### src/sv/rpll_pkg.sv
// ---------------------------------------------------------------------------
// rpll_pkg
// Types, sizes and codes shared by the point list cells, the segment length
// unit, the top level and the checker.
// ---------------------------------------------------------------------------
`timescale 1ns / 1ps
`default_nettype none

package rpll_pkg;

	localparam int CAPACITY   = 64;
	localparam int COORD_BITS = 16;

	// stream field widths
	localparam int KIND_W  = 2;
	localparam int IDX_W   = 6;
	localparam int FIELD_W = 16;
	localparam int STAT_W  = 2;
	localparam int PCNT_W  = 7;
	localparam int LEN_W   = 31;
	localparam int IN_W    = 40;
	localparam int OUT_W   = 40;

	// list sizes
	localparam int PW   = $clog2(CAPACITY);
	localparam int CW   = $clog2(CAPACITY + 1);
	localparam int CMPW = (IDX_W > CW) ? IDX_W : CW;

	// segment arithmetic
	localparam int MAG_SAT = 24;                       // |d| >= 2^24 saturates
	localparam int MW      = (COORD_BITS < MAG_SAT) ? COORD_BITS : MAG_SAT;
	localparam int SQ_W    = 2 * MW;
	localparam int D2_W    = SQ_W + 1;
	localparam int D2_SAT  = 47;                       // d^2 >= 2^47 saturates
	localparam int DN_W    = (D2_W < D2_SAT) ? D2_W : D2_SAT;
	localparam int FRAC    = 16;                       // radicand scaled by 2^16
	localparam int RW      = (DN_W + FRAC + 1) / 2;    // root bits
	localparam int RAD_W   = 2 * RW;
	localparam int ITW     = $clog2(RW + 1);

	localparam logic [LEN_W-1:0] LEN_MAX = '1;

	typedef enum logic [KIND_W-1:0] {
		KIND_APPEND = 2'd0,
		KIND_INSERT = 2'd1,
		KIND_DELETE = 2'd2,
		KIND_QUERY  = 2'd3
	} kind_t;

	typedef enum logic [STAT_W-1:0] {
		STAT_OK        = 2'd0,
		STAT_FULL      = 2'd1,
		STAT_BAD_INDEX = 2'd2
	} stat_t;

	typedef enum logic [2:0] {
		CELL_HOLD   = 3'd0,
		CELL_APPEND = 3'd1,
		CELL_INSERT = 3'd2,
		CELL_DELETE = 3'd3,
		CELL_ROTATE = 3'd4
	} cell_op_t;

	typedef struct packed {
		logic signed [COORD_BITS-1:0] x;
		logic signed [COORD_BITS-1:0] y;
	} pt_t;

	// broadcast to every cell; cnt is the count before the operation
	typedef struct packed {
		cell_op_t        op;
		logic [PW-1:0]   idx;
		logic [CW-1:0]   cnt;
	} cell_cmd_t;

endpackage

`default_nettype wire

### src/sv/rpll_cell.sv
// ---------------------------------------------------------------------------
// rpll_cell
// One list slot. Holds a point and, on the broadcast command, keeps it,
// loads the new point, or takes its lower or upper neighbor's point.
// ---------------------------------------------------------------------------
`timescale 1ns / 1ps
`default_nettype none

module rpll_cell (
	input  logic                      clk,
	input  logic [rpll_pkg::PW-1:0]   pos,
	input  rpll_pkg::cell_cmd_t       cmd,
	input  rpll_pkg::pt_t             new_pt,
	input  rpll_pkg::pt_t             prev_pt,
	input  rpll_pkg::pt_t             next_pt,
	output rpll_pkg::pt_t             pt
);
	import rpll_pkg::*;

	pt_t         pt_q;
	logic [CW:0] pos_w;
	logic [CW:0] idx_w;
	logic [CW:0] cnt_w;

	assign pos_w = (CW+1)'(pos);
	assign idx_w = (CW+1)'(cmd.idx);
	assign cnt_w = (CW+1)'(cmd.cnt);

	always_ff @(posedge clk) begin
		unique case (cmd.op)
			CELL_HOLD: pt_q <= pt_q;
			CELL_APPEND: begin
				if (pos_w == cnt_w)
					pt_q <= new_pt;
			end
			CELL_INSERT: begin
				if (pos_w == idx_w)
					pt_q <= new_pt;
				else if (pos_w > idx_w && pos_w <= cnt_w)
					pt_q <= prev_pt;
			end
			CELL_DELETE: begin
				if (pos_w >= idx_w && (pos_w + (CW+1)'(1)) < cnt_w)
					pt_q <= next_pt;
			end
			CELL_ROTATE: pt_q <= next_pt;
			default: pt_q <= pt_q;
		endcase
	end

	assign pt = pt_q;

endmodule

`default_nettype wire

### config.mk
export PLATFORM = sky130hd
export DESIGN_NAME = rpll_cell
export DESIGN_NICKNAME = d
export VERILOG_FILES = /design/src/sv/rpll_pkg.sv /design/src/sv/rpll_cell.sv
export SDC_FILE = /design/constraint.sdc
export NUM_CORES = 1
export LEC_CHECK = 0
export ABC_AREA = 1
export BUFFER_PORTS_ARGS = -buffer_cell sky130_fd_sc_hd__buf_2
export CORE_AREA = 2 2 72 102
export DETAILED_ROUTE_END_ITERATION = 8
export DIE_AREA = 0 0 74 104
export HOLD_SLACK_MARGIN = 0.02
export PLACE_DENSITY = 0.75
export SKIP_LAST_GASP = 1
export SLEW_MARGIN = 30
export SYNTH_ARGS = -nofsm -noshare
export SYNTH_HDL_FRONTEND = slang
export SYNTH_SLANG_ARGS = --single-unit
### constraint.sdc
create_clock -name clk -period 3.34 [get_ports clk]
set_input_delay 0.334 -clock clk [delete_from_list [all_inputs] [get_ports clk]]
set_output_delay 0.334 -clock clk [all_outputs]
set_load 0.005 [all_outputs]
; ---- After elaboration in Yosys (flattened, before gate mapping)
; Index checks and enable logic that the tools add are counted.
[classes]
n_addsub = 1
multipliers = 0
div_mod_pow = 0
n_lt_le_gt_ge = 4
eq_ne = 9
n_shift = 0
n_mux = 5
bitwise = 0
reduce_logical = 4
[op_table]
columns = op, n
row1 = two-way mux 32 bit, 4
row2 = one-hot mux 32 bit (4 select lines), 1
row3 = adder 6 x 1 -> 7 bit (second input constant), 1
row4 = equality test 6 x 7 -> 1 bit, 1
row5 = less-or-equal comparator 6 x 7 -> 1 bit, 1
row6 = < comparator 7 bit, 1
row7 = equality test 3 x 2 -> 1 bit (second input constant), 2
row8 = equality test 6 bit, 1
row9 = >= comparator 6 bit, 1
row10 = greater-than comparator 6 bit, 1
row11 = inequality test 2 bit (second input constant), 2
row12 = AND reduction 4 bit, 1
row13 = nonzero test 4 bit, 1
row14 = equality test 3 x 1 -> 1 bit (second input constant), 1
row15 = equality test 3 bit (second input constant), 1
row16 = inequality test 3 bit (second input constant), 1
row17 = logical AND 1 bit, 2
[totals]
register_bits = 32
latch_bits = 0
mem_bits_rw = 0
rom_bits = 0
in_bits = 119
output_inout_bits = 32
wordCells = 25
n_memories = 0

; ---- Depth between registers and ports, before layout
[logic_depth]
ltp_word = 5
ltp_mapped = 14
mapped_depth_nobuf = 14

; ---- Worst setup path before layout
; No wires, ideal clock.
[synth_timing]
path_type = input to register
startpoint = in pos[0] (netlist bit)
endpoint = reg pt_q (netlist bit pt[0]), enable pin
setup_ns = 0.422
arrival_ns = 2.907
t_required_ns = 2.918
path_slack_ns = 0.011
path_stages = 14
n_path_buf = 0
path_cell_list = ha_1 nand3_1 xor2_1 inv_1 ha_1 nand2_1 nand2_1 nand2_1 nand2_1 a21oi_1 nand2_1 nand2_1 nand2_1 nor2_1
[synth_between]
elab_chain_cells = 5
elab_cells_between_ends = 13
classes_between = add/sub: 1 / order compare: 4 / eq/ne: 5 / reduce/logical: 3
[synth_rtl]
columns = element, line
row1 = start: declaration, rpll_cell.sv:11  ; input logic [rpll_pkg::PW-1:0] pos,
row2 = adder 6 x 1 -> 7 bit, rpll_cell.sv:43  ; if (pos_w >= idx_w && (pos_w + (CW+1)'(1)) < cnt_w)
row3 = < comparator 7 bit, rpll_cell.sv:43
row4 = logical AND 1 bit, rpll_cell.sv:43
row5 = inequality test 2 bit (no source line), n/a
row6 = AND reduction 4 bit (no source line) (*), n/a
row7 = end signal: assignment, rpll_cell.sv:44  ; pt_q <= next_pt;
row8 = end signal: assignment, rpll_cell.sv:46  ; CELL_ROTATE: pt_q <= next_pt;
row9 = end signal: assignment, rpll_cell.sv:47  ; default: pt_q <= pt_q;
row10 = end: declaration, rpll_cell.sv:20  ; pt_t pt_q;
; Mark *: on every way between the ends. The rest lies on a longest branch, timed or not.
; A chain may end at the register's enable or synchronous reset.

; ---- Final worst setup path
[layout_timing]
startpoint = in pos[3] (netlist bit)
endpoint = reg pt_q (netlist bit pt[19]), enable pin
; The elaborated chain is that of the path after synthesis.

==> reports/qor.txt <==
status -> finished clean
Final #Nets -> 610
required time worst endpoint -> 3.27 ns
Cell Count, Final, Fillers Out -> 568
post-layout min period -> 2.556 ns
post-CTS sizing -> 0
ranking of synthesized cells by area -> edfxtp_1, ha_1, o211ai_1
share of cells above drive strength 1 -> 36.65%
most frequent cells in the layout -> buf_2, o21ai_0, a21oi_1, nand3_1
synth warn -> 0
syn nets -> 470
Clock Sinks -> 32
Power Density -> 341.6 mW/mm²
Tcrit/Tclk final -> 76.52%
num rows -> 36
Synth Instances -> 331
Final WS setup -> 0.7844 ns
Cell Chain, Critical Path -> buf_2 > ha_1 > nand2_1 > nor2_4 > nand2_2 > nand3_1 > nand2_1 > nand2_1 > nand2_1 > nor2_4 > buf_4
chip width -> 74 µm
clock transition at the registers of the reported paths -> 0.06 ns
Fin Hold WS -> 0.3666 ns
initial antenna violation count -> 1
die area -> 0.007696 mm²
Critical Path AT -> 2.48 ns
Placed Cells -> 559
total gr overflow -> 0
Num CTS Buffers -> 5
cell taking the most area after synthesis -> edfxtp_1
syn_area_per_cell -> 8.044 µm²
leakage power -> 1.651 nW
nature of the critical path endpoint -> flop
Peak VDD IR -> 164.2 µV
largest net degree at the start of global routing -> 35
Max Cap Violations -> 0
Synth top area share -> 36.09%
Worst Setup Start Kind -> input port
core area -> 0.006802 mm²
most common cell after layout, fill and taps aside -> buf_2
TritonCTS clock tree -> yes
area delta synth->final -> 34.45%
critical path class -> input port to flop
WL per Instance -> 14.18 µm
Total Wirelength -> 8056 µm
FILL cells -> 631
CTS hold repair buffers -> 0
Max H-tree Level -> 2
worst slew pin tran -> 0.5913 ns
max FFs per register -> 32
1st-iter DRT viols -> 246
share of synthesized registers carrying an async set or reset -> 0%
setup TNS -> 0 ns
CP bufs+invs -> 2
vias in the first global route -> 2,876
total global-route track usage -> 20.59%
unrepaired setup endpoints after global routing -> no
vias post-DR -> 2,989
sequential element share of the synthesized area -> 36.09%
Final Core Density -> 52.63%
cell with the most instances on the worst path -> nand2_1
Critical Path Fanout Max -> 32
CP max stage delay -> 0.41 ns
Post-Place Setup Slack -> 0.4945 ns
DRT Pass-1 Iters -> 5
DP Wirelength -> 5918 µm
Post-synth EDFFs -> 32
Slew HR -> 60.53%
placer congestion estimate -> 0.8810
number of remaining DRC errors -> 0
initial core utilization -> 39.15%
Top Family by Delay on Critical Path -> simple AND/OR/NAND/NOR gates
Final Max Tran Viols -> 0
first-pass GRT wire length -> 12,620 µm
Peak Freq -> 0.3913 GHz
FF+latch count, synth -> 32
Min-Delay Path Class -> input port to flop
CTS max path bufs -> 2
cell area after synthesis -> 0.002663 mm²
Root Driver -> clkbuf_8
Fin. Hold Viols -> 0
Die H -> 104 µm
DR vias/cell -> 5.262
final setup vio count -> 0
Netlist cell types -> 25
Main synth FF type -> edfxtp_1
port bufs -> 150
IO Count -> 151
Routed Antenna Nets -> 0
setup bufs post-CTS -> 0
CP max stage cell -> nor2_4
==> metrics by stage <==
step	instance area, µm²	power, mW
6_report	3580	1.223
2_1_floorplan	2663	0.7045
4_1_cts	3577	1.236
5_1_grt	3580	1.295
3_3_place_gp	3470	0.8666
3_5_place_dp	3470	0.8742
==> cell families (layout without fill, tap and decap cells) <==
kind of cell | after synthesis | after routing | synth area share (%)
other | 0 | 1 | 0
AO/OA/AOI/OAI | 136 | 136 | 28.57
XOR/XNOR | 4 | 4 | 1.316
buffers and inverters | 55 | 196 | 8.975
AND/OR/NAND/NOR | 84 | 84 | 15.65
flip-flops | 32 | 32 | 36.09
adder cells (fa/ha/maj) | 20 | 20 | 9.398
==> report_power, final <==
part	switching [mW]	total (mW)	internal (mW)
clock network	0.137	0.358	0.221
logic	0.191	0.346	0.155
registers	0.0129	0.519	0.506
==> routing by layer <==
metal | vias to the layer above | GRT usage, % | wire (µm)
met4 | 0 | 9.610 | 220
met1 | 1359 | 24.25 | 3261
met5 | - | 0 | 0
li1 | 1488 | - | -
met2 | 126 | 35.33 | 4118
met3 | 16 | 3.295 | 455
==> cell type report <==
type | count | area (µm²) | area share [%]
Inverter | 31 | 116.4 | 3.251
Timing Repair Buffer | 157 | 803.3 | 22.44
Multi-Input combinational cell | 244 | 1470 | 41.07
Sequential cell | 32 | 960.9 | 26.84
Clock inverter | 2 | 35.03 | 0.9787
Antenna cell | 1 | 2.502 | 0.06991
Clock buffer | 6 | 72.57 | 2.027
Tap cell | 95 | 118.9 | 3.321
==> worst min-delay path, stage by stage <==
cell      delay [ns]
buf_2           0.07
o21ai_1         0.05
o211ai_1        0.07
==> final timing paths <==
| kind | endpoint | startpoint | depth (start not counted) |
|---|---|---|---|
| max | pt[19] | pos[3] | 11 |
| min | pt[19] | next_pt[19] | 3 |
==> synth_stat cells, types with 4 or more instances <==
master and n:
o21ai_0 42, a21oi_1 39, nand3_1 37, edfxtp_1 32
o211ai_1 32, inv_1 29, nand2_1 29, o21ai_1 23
ha_1 20, clkbuf_1 9, buf_2 8, nor2_1 7
buf_4 6, xor2_1 4
(Power assumes the default switching activity.)
