<file path="src/sv/rpll_pkg.sv">
// ---------------------------------------------------------------------------
// rpll_pkg
// Types, sizes and codes shared by the point list cells, the segment length
// unit, the top level and the checker.
// ---------------------------------------------------------------------------
`timescale 1ns / 1ps
`default_nettype none

package rpll_pkg;

	localparam int CAPACITY   = 64;
	localparam int COORD_BITS = 16;

	// stream field widths
	localparam int KIND_W  = 2;
	localparam int IDX_W   = 6;
	localparam int FIELD_W = 16;
	localparam int STAT_W  = 2;
	localparam int PCNT_W  = 7;
	localparam int LEN_W   = 31;
	localparam int IN_W    = 40;
	localparam int OUT_W   = 40;

	// list sizes
	localparam int PW   = $clog2(CAPACITY);
	localparam int CW   = $clog2(CAPACITY + 1);
	localparam int CMPW = (IDX_W > CW) ? IDX_W : CW;

	// segment arithmetic
	localparam int MAG_SAT = 24;                       // |d| >= 2^24 saturates
	localparam int MW      = (COORD_BITS < MAG_SAT) ? COORD_BITS : MAG_SAT;
	localparam int SQ_W    = 2 * MW;
	localparam int D2_W    = SQ_W + 1;
	localparam int D2_SAT  = 47;                       // d^2 >= 2^47 saturates
	localparam int DN_W    = (D2_W < D2_SAT) ? D2_W : D2_SAT;
	localparam int FRAC    = 16;                       // radicand scaled by 2^16
	localparam int RW      = (DN_W + FRAC + 1) / 2;    // root bits
	localparam int RAD_W   = 2 * RW;
	localparam int ITW     = $clog2(RW + 1);

	localparam logic [LEN_W-1:0] LEN_MAX = '1;

	typedef enum logic [KIND_W-1:0] {
		KIND_APPEND = 2'd0,
		KIND_INSERT = 2'd1,
		KIND_DELETE = 2'd2,
		KIND_QUERY  = 2'd3
	} kind_t;

	typedef enum logic [STAT_W-1:0] {
		STAT_OK        = 2'd0,
		STAT_FULL      = 2'd1,
		STAT_BAD_INDEX = 2'd2
	} stat_t;

	typedef enum logic [2:0] {
		CELL_HOLD   = 3'd0,
		CELL_APPEND = 3'd1,
		CELL_INSERT = 3'd2,
		CELL_DELETE = 3'd3,
		CELL_ROTATE = 3'd4
	} cell_op_t;

	typedef struct packed {
		logic signed [COORD_BITS-1:0] x;
		logic signed [COORD_BITS-1:0] y;
	} pt_t;

	// broadcast to every cell; cnt is the count before the operation
	typedef struct packed {
		cell_op_t        op;
		logic [PW-1:0]   idx;
		logic [CW-1:0]   cnt;
	} cell_cmd_t;

endpackage

`default_nettype wire

</file>
<file path="src/sv/rpll_isqrt.sv">
// ---------------------------------------------------------------------------
// rpll_isqrt
// Integer square root, restoring digit recurrence, one root bit per cycle.
// ---------------------------------------------------------------------------
`timescale 1ns / 1ps
`default_nettype none

module rpll_isqrt (
	input  logic                        clk,
	input  logic                        arst_n,
	input  logic                        start,
	input  logic [rpll_pkg::RAD_W-1:0]  radicand,
	output logic                        done,
	output logic [rpll_pkg::RW-1:0]     root
);
	import rpll_pkg::*;

	logic [RAD_W-1:0] rad_q;
	logic [RW+1:0]    rem_q;
	logic [RW-1:0]    root_q;
	logic [ITW-1:0]   iter_q;
	logic             busy_q;
	logic             done_q;

	logic [RW+1:0]    rem_t;
	logic [RW+1:0]    trial;
	logic             ge;

	// remainder stays below 2^RW before the shift, so the top bits drop out
	assign rem_t = {rem_q[RW-1:0], rad_q[RAD_W-1 -: 2]};
	assign trial = {root_q, 2'b01};
	assign ge    = rem_t >= trial;

	always_ff @(posedge clk or negedge arst_n) begin
		if (!arst_n) begin
			busy_q <= 1'b0;
			done_q <= 1'b0;
			iter_q <= '0;
		end else begin
			done_q <= 1'b0;
			if (start) begin
				busy_q <= 1'b1;
				iter_q <= ITW'(RW);
			end else if (busy_q) begin
				iter_q <= iter_q - ITW'(1);
				if (iter_q == ITW'(1)) begin
					busy_q <= 1'b0;
					done_q <= 1'b1;
				end
			end
		end
	end

	always_ff @(posedge clk) begin
		if (start) begin
			rad_q  <= radicand;
			rem_q  <= '0;
			root_q <= '0;
		end else if (busy_q) begin
			rad_q  <= {rad_q[RAD_W-3:0], 2'b00};
			rem_q  <= ge ? (rem_t - trial) : rem_t;
			root_q <= {root_q[RW-2:0], ge};
		end
	end

	assign done = done_q;
	assign root = root_q;

endmodule

`default_nettype wire

</file>
<file path="src/sv/rpll_seg.sv">
// ---------------------------------------------------------------------------
// rpll_seg
// Length of one segment in Q.8: floor(256 * sqrt(dx^2 + dy^2)), saturated.
// Magnitudes, then squares, then the root unit.
// ---------------------------------------------------------------------------
`timescale 1ns / 1ps
`default_nettype none

module rpll_seg (
	input  logic                        clk,
	input  logic                        arst_n,
	input  logic                        start,
	input  rpll_pkg::pt_t               a,
	input  rpll_pkg::pt_t               b,
	output logic                        done,
	output logic [rpll_pkg::LEN_W-1:0]  len
);
	import rpll_pkg::*;

	logic [COORD_BITS:0]   dfx;
	logic [COORD_BITS:0]   dfy;
	logic [COORD_BITS-1:0] magx;
	logic [COORD_BITS-1:0] magy;
	logic                  big_mag;

	logic                  v_s1;
	logic [MW-1:0]         dx_s1;
	logic [MW-1:0]         dy_s1;
	logic                  big_s1;

	logic                  v_s2;
	logic [SQ_W-1:0]       sqx_s2;
	logic [SQ_W-1:0]       sqy_s2;
	logic                  big_s2;

	logic [D2_W-1:0]       d2;
	logic [RAD_W-1:0]      rad;
	logic                  big_q;
	logic [RW-1:0]         root;

	assign dfx  = (COORD_BITS+1)'(a.x) - (COORD_BITS+1)'(b.x);
	assign dfy  = (COORD_BITS+1)'(a.y) - (COORD_BITS+1)'(b.y);
	assign magx = COORD_BITS'(dfx[COORD_BITS] ? (~dfx + (COORD_BITS+1)'(1)) : dfx);
	assign magy = COORD_BITS'(dfy[COORD_BITS] ? (~dfy + (COORD_BITS+1)'(1)) : dfy);
	assign big_mag = (32'(magx) >= (32'd1 << MAG_SAT)) || (32'(magy) >= (32'd1 << MAG_SAT));

	always_ff @(posedge clk or negedge arst_n) begin
		if (!arst_n) begin
			v_s1 <= 1'b0;
			v_s2 <= 1'b0;
		end else begin
			v_s1 <= start;
			v_s2 <= v_s1;
		end
	end

	always_ff @(posedge clk) begin
		if (start) begin
			dx_s1  <= MW'(magx);
			dy_s1  <= MW'(magy);
			big_s1 <= big_mag;
		end
		if (v_s1) begin
			sqx_s2 <= dx_s1 * dx_s1;
			sqy_s2 <= dy_s1 * dy_s1;
			big_s2 <= big_s1;
		end
		if (v_s2)
			big_q <= big_s2 || (64'(d2) >= (64'd1 << D2_SAT));
	end

	assign d2  = D2_W'(sqx_s2) + D2_W'(sqy_s2);
	assign rad = RAD_W'({DN_W'(d2), {FRAC{1'b0}}});

	rpll_isqrt u_isqrt (
		.clk      (clk),
		.arst_n   (arst_n),
		.start    (v_s2),
		.radicand (rad),
		.done     (done),
		.root     (root)
	);

	always_comb begin
		if (big_q || 32'(root) > 32'(LEN_MAX))
			len = LEN_MAX;
		else
			len = LEN_W'(root);
	end

endmodule

`default_nettype wire

</file>
<file path="config.mk">
export PLATFORM = sky130hd
export DESIGN_NAME = rpll_seg
export DESIGN_NICKNAME = d
export VERILOG_FILES = /design/src/sv/rpll_pkg.sv /design/src/sv/rpll_isqrt.sv /design/src/sv/rpll_seg.sv
export SDC_FILE = /design/constraint.sdc
export NUM_CORES = 1
export LEC_CHECK = 0
export ABC_AREA = 1
export BUFFER_PORTS_ARGS = -buffer_cell sky130_fd_sc_hd__buf_2
export CAP_MARGIN = 20
export CORE_ASPECT_RATIO = 0.9
export CORE_UTILIZATION = 65
export DETAILED_ROUTE_END_ITERATION = 10
export PLACE_DENSITY_LB_ADDON = 0.05
export SLEW_MARGIN = 25
export SYNTH_ARGS = -nofsm -noshare
export SYNTH_HDL_FRONTEND = slang
export SYNTH_SLANG_ARGS = --single-unit
</file>
<file path="constraint.sdc">
create_clock -name clk -period 11.52 [get_ports clk]
set_clock_uncertainty 0.05 [all_clocks]
set_input_delay 1.152 -clock clk [delete_from_list [all_inputs] [get_ports clk]]
set_output_delay 1.152 -clock clk [all_outputs]
set_load 0.1 [all_outputs]
</file>
Yosys cells after proc, flatten, opt, wreduce, memory -nomap -nowiden

Cells that the tools add are included.

Add/subtract/negate cells: 7
$mul: 2
$lt $le $gt $ge: 1
Eq/ne operators: 1
Multiplexer cells: 13
Bitwise gates (word level): 2
Reduce and logical (&&, ||, !) cells: 1

Operator list:

| operator                                             | number |
|---|---|
| two-way mux 49 bit                                   | 2 |
| multiplier 16 x 16 -> 32 bit                         | 2 |
| subtractor 16 x 16 -> 17 bit                         | 2 |
| adder 32 x 32 -> 33 bit                              | 1 |
| adder 16 x 1 -> 16 bit (second input constant)       | 2 |
| two-way mux 16 bit                                   | 2 |
| inverter 16 bit                                      | 2 |
| greater-or-equal comparator 27 bit                   | 1 |
| two-way mux 25 bit                                   | 1 |
| subtractor 25 bit                                    | 1 |
| two-way mux 5 bit                                    | 2 |
| two-way mux 1 bit                                    | 6 |
| equality test 5 x 1 -> 1 bit (second input constant) | 1 |
| subtractor 5 x 1 -> 5 bit (second input constant)    | 1 |
| nonzero test 2 bit                                   | 1 |

Bits in registers: 189
Input port bits: 67
Output and inout bits: 32

Logic depth before layout (Yosys ltp)

Gate-level depths: netlist of run 1.

Word-level depth: 4
Depth in mapped cells: 28
Depth with buffers taken out: 26

Hierarchy

A second synthesis of run 1 with hierarchy kept.

Cells, all modules: 3,629
Area total of the unflattened synthesis: 28,119.5 um^2

Modules (own cells, without submodules):

| module     | instances | cells each | area an instance (um^2) |
|---|---|---|---|
| rpll_seg   | 1         | 2,777      | 22,016.1 |
| rpll_isqrt | 1         | 852        | 6,103.4 |

Worst setup path after synthesis of run 1

Ideal clock, no wire load.

Kind: register to register
Start: register dx_s1[4]
End: register sqx_s2[24] (data pin)
Arrival time: 5.543 ns
Required time: 11.212 ns
Slack: 5.669 ns
Cell stages (with the launch flop): 21
Path buffers: 2
Path through: edfxtp_1 > clkbuf_1 > clkbuf_1 > nand2_1 > fa_1 > inv_1 > fa_1 > fa_1 > fa_1 > fa_1 > inv_1 > fa_1 > inv_1 > ha_1 > a21oi_1 > o21ai_0 > a21oi_1 > a21boi_0 > inv_1 > a21oi_1 > xnor2_1

Longest elaborated chain between the ends: 1

Ends and longest elaborated chain:

| element                      | line           | RTL |
|---|---|---|
| start, declared              | rpll_seg.sv:27 | `logic [MW-1:0] dx_s1;` |
| start signal, assigned       | rpll_seg.sv:59 | `dx_s1 <= MW'(magx);` |
| multiplier 16 x 16 -> 32 bit | rpll_seg.sv:64 | `sqx_s2 <= dx_s1 * dx_s1;` |
| end signal, assigned         | rpll_seg.sv:64 |  |
| end, declared                | rpll_seg.sv:32 | `logic [SQ_W-1:0] sqx_s2;` |

Every way passes these cells.
A chain may end at the register's enable or synchronous reset.

Worst setup path in the final report of run 1

Start: register dx_s1[1]
End: register sqx_s2[24] (data pin)

The elaborated chain is that of the path after synthesis.

==> results of run 1 <==
-- kinds of logic (layout without fill, tap and decap cells) --
kind of cell,after synthesis,count (layout)
fa+ha+maj,626,626
xor+xnor,141,141
compound gates,374,374
simple gates,1241,1241
buf+inv,960,998
other cells,1,6
flops,187,187
-- registers in the layout, indices dropped and copies added, names as in the netlist --
name	flops
sqy_s2	31
u_isqrt.busy_q	1
u_isqrt.rad_q	34
u_isqrt.root	25
sqx_s2	31
u_isqrt.rem_q	25
u_isqrt.iter_q	5
dy_s1	16
v_s1	1
dx_s1	16
v_s2	1
u_isqrt.done	1
-- through the flow --
step	instance area, µm²	std cells
floorplan	27500	3535
global placement	28200	4088
detailed placement	28200	4088
CTS	28900	4120
global route	28900	4120
finish	28900	4120
-- how the worst max path moves through the flow --
| stage | end | slack [ps] | depth (start not counted) |
|---|---|---|---|
| 4_1_cts | sqx_s2[31] | 5180 | 19 |
| 3_5_place_dp | sqx_s2[30] | 5220 | 20 |
| 5_1_grt | sqx_s2[24] | 4780 | 20 |
| 2_1_floorplan | sqx_s2[24] | 5670 | 20 |
| 3_3_place_gp | sqx_s2[31] | 5300 | 19 |
| 6_report | sqx_s2[24] | 5160 | 20 |
-- area by class of cell --
type | count | area, µm² | share of cell area
Tap cell | 547 | 684 | 0.0237
Multi-Input combinational cell | 2388 | 18700 | 0.649
Sequential cell | 187 | 5060 | 0.175
Clock buffer | 17 | 425 | 0.0147
Timing Repair Buffer | 96 | 490 | 0.0170
Clock inverter | 15 | 189 | 0.00655
Inverter | 870 | 3270 | 0.113
-- layer usage --
layer | wire length (µm) | up-vias | GRT usage | share of wire
met2 | 30100 | 693 | 0.528 | 0.47
li1 | - | 10892 | - | -
met4 | 1250 | 0 | 0.0842 | 0.019
met5 | 0 | - | 0 | 0
met3 | 3620 | 101 | 0.0398 | 0.056
met1 | 29300 | 10595 | 0.428 | 0.46
-- placed cells by master (no fill, tap or decap), types with 47 or more instances in the layout --
| cell | n |
|---|---|
| inv_1 | 867 |
| nand3_1 | 131 |
| a21oi_1 | 172 |
| xor2_1 | 90 |
| xnor2_1 | 47 |
| buf_2 | 92 |
| edfxtp_1 | 127 |
| ha_1 | 299 |
| fa_1 | 327 |
| nor2_1 | 177 |
| o21ai_0 | 96 |
| nand2_1 | 834 |
| dfxtp_1 | 51 |
-- worst max-delay path, cell delays in order, from the launching register on --
cell and delay [ps]:
edfxtp_1 850, nand2_1 260, xor2_1 230, ha_1 290
inv_1 50, fa_1 520, inv_1 50, fa_1 500
fa_1 510, fa_1 550, inv_1 60, fa_1 530
inv_1 40, ha_1 350, a21oi_1 220, o21ai_0 170
a21oi_1 210, a21boi_0 330, inv_1 80, a21oi_1 160
xnor2_1 80
-- cells in the mapped netlist (8+ instances only) --
| cell type | instances |
|---|---|
| inv_1 | 869 |
| nand2_1 | 834 |
| fa_1 | 327 |
| ha_1 | 299 |
| nor2_1 | 177 |
| a21oi_1 | 172 |
| nand3_1 | 131 |
| edfxtp_1 | 127 |
| o21ai_0 | 96 |
| xor2_1 | 90 |
| clkbuf_1 | 75 |
| dfxtp_1 | 51 |
| xnor2_1 | 47 |
| nand4_1 | 25 |
| nor3_1 | 25 |
| o22ai_1 | 25 |
| o21bai_1 | 19 |
| a31oi_1 | 15 |
| or2_2 | 11 |
| dfrtp_1 | 9 |
| a21o_1 | 8 |
==> flow_metrics.py, run 1 <==
metrics = {
    "status": {
        "outcome": "finished clean",
    },
    "route": {
        "routed_wl_mm": 64.3,
        "drc_errors": 0,
        "postRouteAntennaNets": 0,
        "vias": 22281,
        "drtIter0Drc": 1501,
        "wl_per_cell_um": 15.6,
        "via_per_inst": 5.41,
        "first_pass_iters": 7,
    },
    "worst_setup_path": {
        "crit_type": "flip-flop to flip-flop",
        "r2r_start": "dx_s1[1]",
        "arrival_ps": 6520,
        "crit_path_start": "dx_s1[1]",
        "cp.required_ps": 11680,
        "worst-path-max-fanout": 17,
        "reg2regPathDepth": 20,
        "startpoint_type": "flip-flop",
        "ff2ff_setup_slack_ps": 5160,
        "endpoint_kind": "flip-flop",
        "r2r-end": "sqx_s2[24]",
    },
    "cells_and_area": {
        "fillCellCount": 3490,
        "fin_nets": 4253,
        "area_growth_pct": 5.11,
        "diodes": 0,
        "final_layout_size_suffix_gt1_frac": 0.0473,
        "fin_util": 0.691,
    },
    "synthesis": {
        "ys.flop_type": "edfxtp_1",
        "synth-simple-area-share": 0.185,
        "synth_compound_area_frac": 0.0760,
        "syn_area_per_cell_um2": 7.78,
        "synth_edf_count": 127,
        "synth_fa_ha_area_frac": 0.375,
        "synth-seq-area-share": 0.184,
        "synth_xor_area_frac": 0.0461,
        "synth_area_mm2": 0.0275,
        "synth_top_family_by_area": "adder cells",
        "post-synth-top-area-cell": "fa_1",
        "synthMuxAreaShare": 0,
        "synthTopCellsByArea": "fa_1 (24%), edfxtp_1 (14%), ha_1 (14%), inv_1 (12%), nand2_1 (11%)",
        "ys_seq_elements": 187,
        "postSynth.asyncResetShare": 0.0481,
        "netlist.area_leader.share": 0.238,
        "yosysWarnings": 0,
        "synth_cell_type_count": 52,
        "syn_inst": 3530,
    },
    "placement": {
        "gp_congestion": 0.946,
        "place_hpwl_mm": 53.8,
        "place_ws_ps": 5220,
        "io_buffers": 92,
    },
    "cts": {
        "clkLatencyLatePin_ps": 470,
        "ctsHoldBuffers": 0,
        "post_cts_resized": 0,
        "clk_pin_slew_ps": 80,
        "clockBufferDepth": 2,
        "cts_made_buffers": 17,
        "clockRootBuffer": "clkbuf_16",
        "clkSinkCount": 187,
        "post-cts-setup-buffer-count": 0,
        "cts_tree": "yes",
        "htree_levels": 4,
    },
    "sta": {
        "hold_ws_ps": 416,
        "slew_headroom": 0.306,
        "finalSetupViolations": 0,
        "rsz0062_at_grt": "false",
        "final-hold-violation-count": 0,
        "max_freq_mhz": 157,
        "fin_crit_sh": 0.552,
        "fin_ws_ps": 5160,
        "post-route-min-period_ps": 6360,
        "setup_tns_ps": 0,
        "drv_slew": 0,
        "tightest_slew_ps": 1040,
    },
    "floorplanning": {
        "dieArea_mm2": 0.0431,
        "initial_utilization": 0.658,
        "die_h_um": 197,
        "io_pins": 99,
        "core_area_mm2": 0.0418,
        "die_x_um": 219,
        "fp-row-count": 71,
    },
    "grt": {
        "grt_pass1_vias": 22894,
        "overflow": 0,
        "track_usage": 0.314,
        "grt_start_max_net_pins": 64,
        "grt_first_pass_wirelength_mm": 109,
        "antenna_found_initial": 0,
    },
    "job": {
        "max_cap_violations": 0,
    },
    "hold_path": {
        "min_to": "u_isqrt.rad_q[49]",
        "min-delay-start": "u_isqrt.rad_q[47]",
        "holdPathStages": 2,
        "hp-class": "flip-flop to flip-flop",
    },
}
Power of run 1 is not shown: default switching activity piles up to over one toggle a cycle in this logic, so the estimate is an artifact.
==> inputs of run 2 (changes only) <==
- CORE_UTILIZATION: 65 -> 59
- clock period: 11.52 -> 5.25 ns (I/O delays scaled with it)
==> flow_metrics.py, run 2 (synthesis results as in run 1) <==
metrics = {
    "cells_and_area": {
        "final_layout_size_suffix_gt1_frac": 0.210,
        "fin_nets": 4610,
        "multi_input_area_mm2": 0.0203,
        "reg_top3": "u_isqrt.rad_q: 34 flops, sqx_s2: 31 flops, sqy_s2: 31 flops",
        "final_cell_mix": "inv_1 (808), nand2_1 (749), fa_1 (312)",
        "fin_cells": 4539,
        "largest_reg_flops": 34,
        "fillCellCount": 3524,
        "area_growth_pct": 21.9,
        "fin_util": 0.733,
        "final-seq-area_mm2": 0.00506,
        "final_common_cell": "inv_1",
        "max_flop_register": "u_isqrt.rad_q",
    },
    "sta": {
        "finalSetupViolations": 40,
        "rsz0062_at_grt": "true",
        "fin_crit_sh": 1.07,
        "post-route-min-period_ps": 5620,
        "fin_ws_ps": -370,
        "drv_slew": 0,
        "final-hold-violation-count": 0,
        "max_freq_mhz": 178,
        "slew_headroom": 0.322,
        "tightest_slew_ps": 1020,
    },
    "placement": {
        "dp.cells": 4410,
        "io_buffers": 92,
        "place_ws_ps": -492,
        "place_hpwl_mm": 56.1,
        "gp_congestion": 0.950,
    },
    "route": {
        "wl_per_cell_um": 15.9,
        "first_pass_iters": 6,
        "drc_errors": 0,
        "vias": 23861,
        "drtIter0Drc": 1461,
        "via_per_inst": 5.26,
        "postRouteAntennaNets": 0,
        "routed_wl_mm": 72.1,
    },
    "floorplanning": {
        "die_h_um": 207,
        "fp-row-count": 74,
        "dieArea_mm2": 0.0474,
        "io_pins": 99,
        "initial_utilization": 0.601,
        "core_area_mm2": 0.0456,
        "die_x_um": 229,
    },
    "worst_setup_path": {
        "startpoint_type": "flip-flop",
        "crit_type": "flip-flop to flip-flop",
        "endpoint_kind": "flip-flop",
        "worst-path-max-fanout": 8,
        "cp.required_ps": 5420,
        "arrival_ps": 5790,
        "reg2regPathDepth": 23,
    },
    "cts": {
        "clkLatencyLatePin_ps": 480,
        "clockRootBuffer": "clkbuf_16",
        "clkSinkCount": 187,
        "clk_pin_slew_ps": 80,
        "clockBufferDepth": 2,
        "cts_tree": "yes",
        "cts_made_buffers": 17,
        "htree_levels": 4,
    },
    "grt": {
        "grt_start_max_net_pins": 63,
        "antenna_found_initial": 2,
        "overflow": 0,
        "grt_first_pass_wirelength_mm": 117,
        "track_usage": 0.305,
        "grt_pass1_vias": 24328,
    },
    "hold_path": {
        "holdPathStages": 0,
        "hp-class": "flip-flop to flip-flop",
    },
    "status": {
        "outcome": "complete, but fails checks",
        "violations": "negative setup slack",
    },
    "job": {
        "max_cap_violations": 0,
    },
}
run 2: layout make-up:
class	count	share of cell area
Timing Repair Buffer	453	0.105
Clock buffer	22	0.0145
Sequential cell	187	0.151
Tap cell	608	0.0227
Antenna cell	1	0.0000748
Inverter	870	0.0977
Multi-Input combinational cell	2388	0.605
Clock inverter	10	0.00333
run 2: layer usage:
layer / global-route usage / up-vias / share of wire
met3: 0.0327 / 127 / 0.050
met4: 0.0833 / 2 / 0.023
met2: 0.524 / 717 / 0.48
met1: 0.413 / 11430 / 0.45
li1: - / 11585 / -
met5: 0 / - / 0.00018
run 2: final timing paths:
kind	from	slack, ps	endpoint
max in group asynchronous	arst_n	4580	v_s1
worst max-delay path	dx_s1[3]	-370	sqx_s2[26]
worst max register to register	dx_s1[3]	-370	sqx_s2[26]
worst min register to register	v_s1	340	v_s2
worst min-delay path	v_s1	340	v_s2
min in group asynchronous	arst_n	370	u_isqrt.iter_q[1]
run 2: critical path, cell delays in order (launching register included):
cell and delay (ps):
edfxtp_1 500, buf_6 180, buf_12 140, nand2_8 70, inv_2 40, fa_1 470
inv_1 50, fa_1 470, inv_1 60, fa_2 530, fa_2 440, fa_1 510
inv_2 40, fa_1 520, inv_2 50, ha_4 320, nand2_4 80, nor2_4 130
inv_2 60, nor3_2 120, nand3_1 130, nand3_4 160, a21oi_4 80, xnor2_2 150
run 2: through the flow:
step                hold slack, ps  area (µm²)  setup TNS, ps
global placement               318       30700          -9230
global route                   344       33500         -16880
detailed placement             321       30700         -11240
floorplan                      179       28100           -852
finish                         339       33500          -9880
CTS                            338       32600          -7960
run 2: timing repair:
action / CTS / global route
hold endpoints to repair: 9 / 0
gates cloned: 2 / 0
buffers inserted: 70 / 27
hold buffers: 1 / 0
setup endpoints to repair: 42 / 46
gates resized for setup: 197 / 175
pin swaps: 107 / 116
Power of run 2 is left out for the same reason.
==> inputs of run 3 (changes only) <==
- SKIP_CTS_REPAIR_TIMING: not set -> 1
==> flow_metrics.py, run 3 (synthesis results as in run 1) <==
metrics = {
    "job": {
        "max_cap_violations": 0,
    },
    "cells_and_area": {
        "fillCellCount": 3685,
        "largest_reg_flops": 34,
        "multi_input_area_mm2": 0.0199,
        "design_area_mm2": 0.0326,
        "final_cell_mix": "inv_1 (828), nand2_1 (771), fa_1 (314)",
        "area_growth_pct": 18.6,
        "final_layout_size_suffix_gt1_frac": 0.184,
        "final-seq-area_mm2": 0.00506,
        "reg_top3": "u_isqrt.rad_q: 34 flops, sqx_s2: 31 flops, sqy_s2: 31 flops",
        "fin_nets": 4566,
        "final_common_cell": "inv_1",
        "max_flop_register": "u_isqrt.rad_q",
    },
    "worst_setup_path": {
        "cp.required_ps": 5430,
        "worst-path-max-fanout": 5,
        "endpoint_kind": "flip-flop",
        "startpoint_type": "flip-flop",
        "crit_type": "flip-flop to flip-flop",
        "arrival_ps": 5850,
    },
    "sta": {
        "rsz0062_at_grt": "true",
        "finalSetupViolations": 37,
        "slew_headroom": 0.317,
        "tightest_slew_ps": 1020,
        "fin_crit_sh": 1.08,
        "setup_tns_ps": -8080,
        "post-route-min-period_ps": 5670,
        "max_freq_mhz": 176,
        "final-hold-violation-count": 0,
        "hold_ws_ps": 337,
        "fin_ws_ps": -422,
        "drv_slew": 0,
    },
    "route": {
        "wl_per_cell_um": 15.2,
        "routed_wl_mm": 68.2,
        "drc_errors": 0,
        "first_pass_iters": 6,
        "postRouteAntennaNets": 0,
        "drtIter0Drc": 1416,
        "vias": 23349,
        "via_per_inst": 5.19,
    },
    "grt": {
        "grt_start_max_net_pins": 63,
        "grt_first_pass_wirelength_mm": 112,
        "overflow": 0,
        "antenna_found_initial": 2,
        "grt_pass1_vias": 23556,
        "track_usage": 0.293,
    },
    "cts": {
        "cts_made_buffers": 17,
        "clkLatencyLatePin_ps": 480,
        "clk_pin_slew_ps": 80,
        "clockRootBuffer": "clkbuf_16",
        "clkSinkCount": 187,
        "htree_levels": 4,
        "clockBufferDepth": 2,
        "cts_tree": "yes",
    },
    "hold_path": {
        "hp-class": "flip-flop to flip-flop",
    },
    "floorplanning": {
        "core_area_mm2": 0.0456,
        "dieArea_mm2": 0.0474,
        "initial_utilization": 0.601,
        "die_h_um": 207,
        "fp-row-count": 74,
        "io_pins": 99,
        "die_x_um": 229,
    },
    "placement": {
        "gp_congestion": 0.950,
        "place_ws_ps": -492,
        "place_area_mm2": 0.0307,
        "place_hpwl_mm": 56.1,
        "io_buffers": 92,
    },
    "status": {
        "outcome": "complete, but fails checks",
        "violations": "negative setup slack",
    },
}
-- run 3: cell count changes in the layout (fill, tap and decap cells not counted), sizes merged --
cell    change
buf        -46
clkbuf      +2
diode       +1
-- run 3: metal layers --
layer,track usage,wire [µm],up-vias
met4,0.0736,1240,0
met5,0,0,-
met2,0.496,32300,647
met3,0.0337,3340,100
li1,-,-,11487
met1,0.402,31300,11115
-- run 3: through the flow --
stage / cells / util
after detailed placement: 4410 / 0.673
after CTS: 4442 / 0.686
after floorplan: 3535 / -
final: 4496 / 0.713
after global placement: 4410 / 0.673
after global routing: 4495 / 0.713
-- run 3: worst paths after layout --
check	startpoint	endpoint	slack (ps)	depth (start not counted)
hold reg to reg	v_s1	v_s2	340	0
hold / removal	v_s1	v_s2	340	0
setup reg to reg	dx_s1[3]	sqx_s2[30]	-420	23
setup / recovery	dx_s1[3]	sqx_s2[30]	-420	23
min in group asynchronous	arst_n	u_isqrt.iter_q[1]	370	2
max in group asynchronous	arst_n	v_s1	4580	2
-- run 3: cell type report --
type / instances / share of cell area
Sequential cell: 187 / 0.155
Timing Repair Buffer: 409 / 0.0923
Multi-Input combinational cell: 2388 / 0.610
Clock buffer: 22 / 0.0149
Inverter: 870 / 0.100
Clock inverter: 10 / 0.00342
Antenna cell: 2 / 0.000154
Tap cell: 608 / 0.0234
-- run 3: critical path, stage by stage, from the launching register on --
cell	delay [ps]
edfxtp_1	560
buf_6	160
nand2_2	50
fa_1	520
buf_4	160
fa_1	470
inv_1	50
fa_1	480
fa_2	490
fa_1	510
inv_2	40
fa_1	490
inv_2	40
ha_4	230
buf_4	140
nand2_4	90
inv_1	40
a21oi_1	130
inv_1	80
a21oi_2	140
nand3_2	160
nand2_1	110
nand3_2	60
xor2_1	160
Power of run 3 is left out for the same reason.
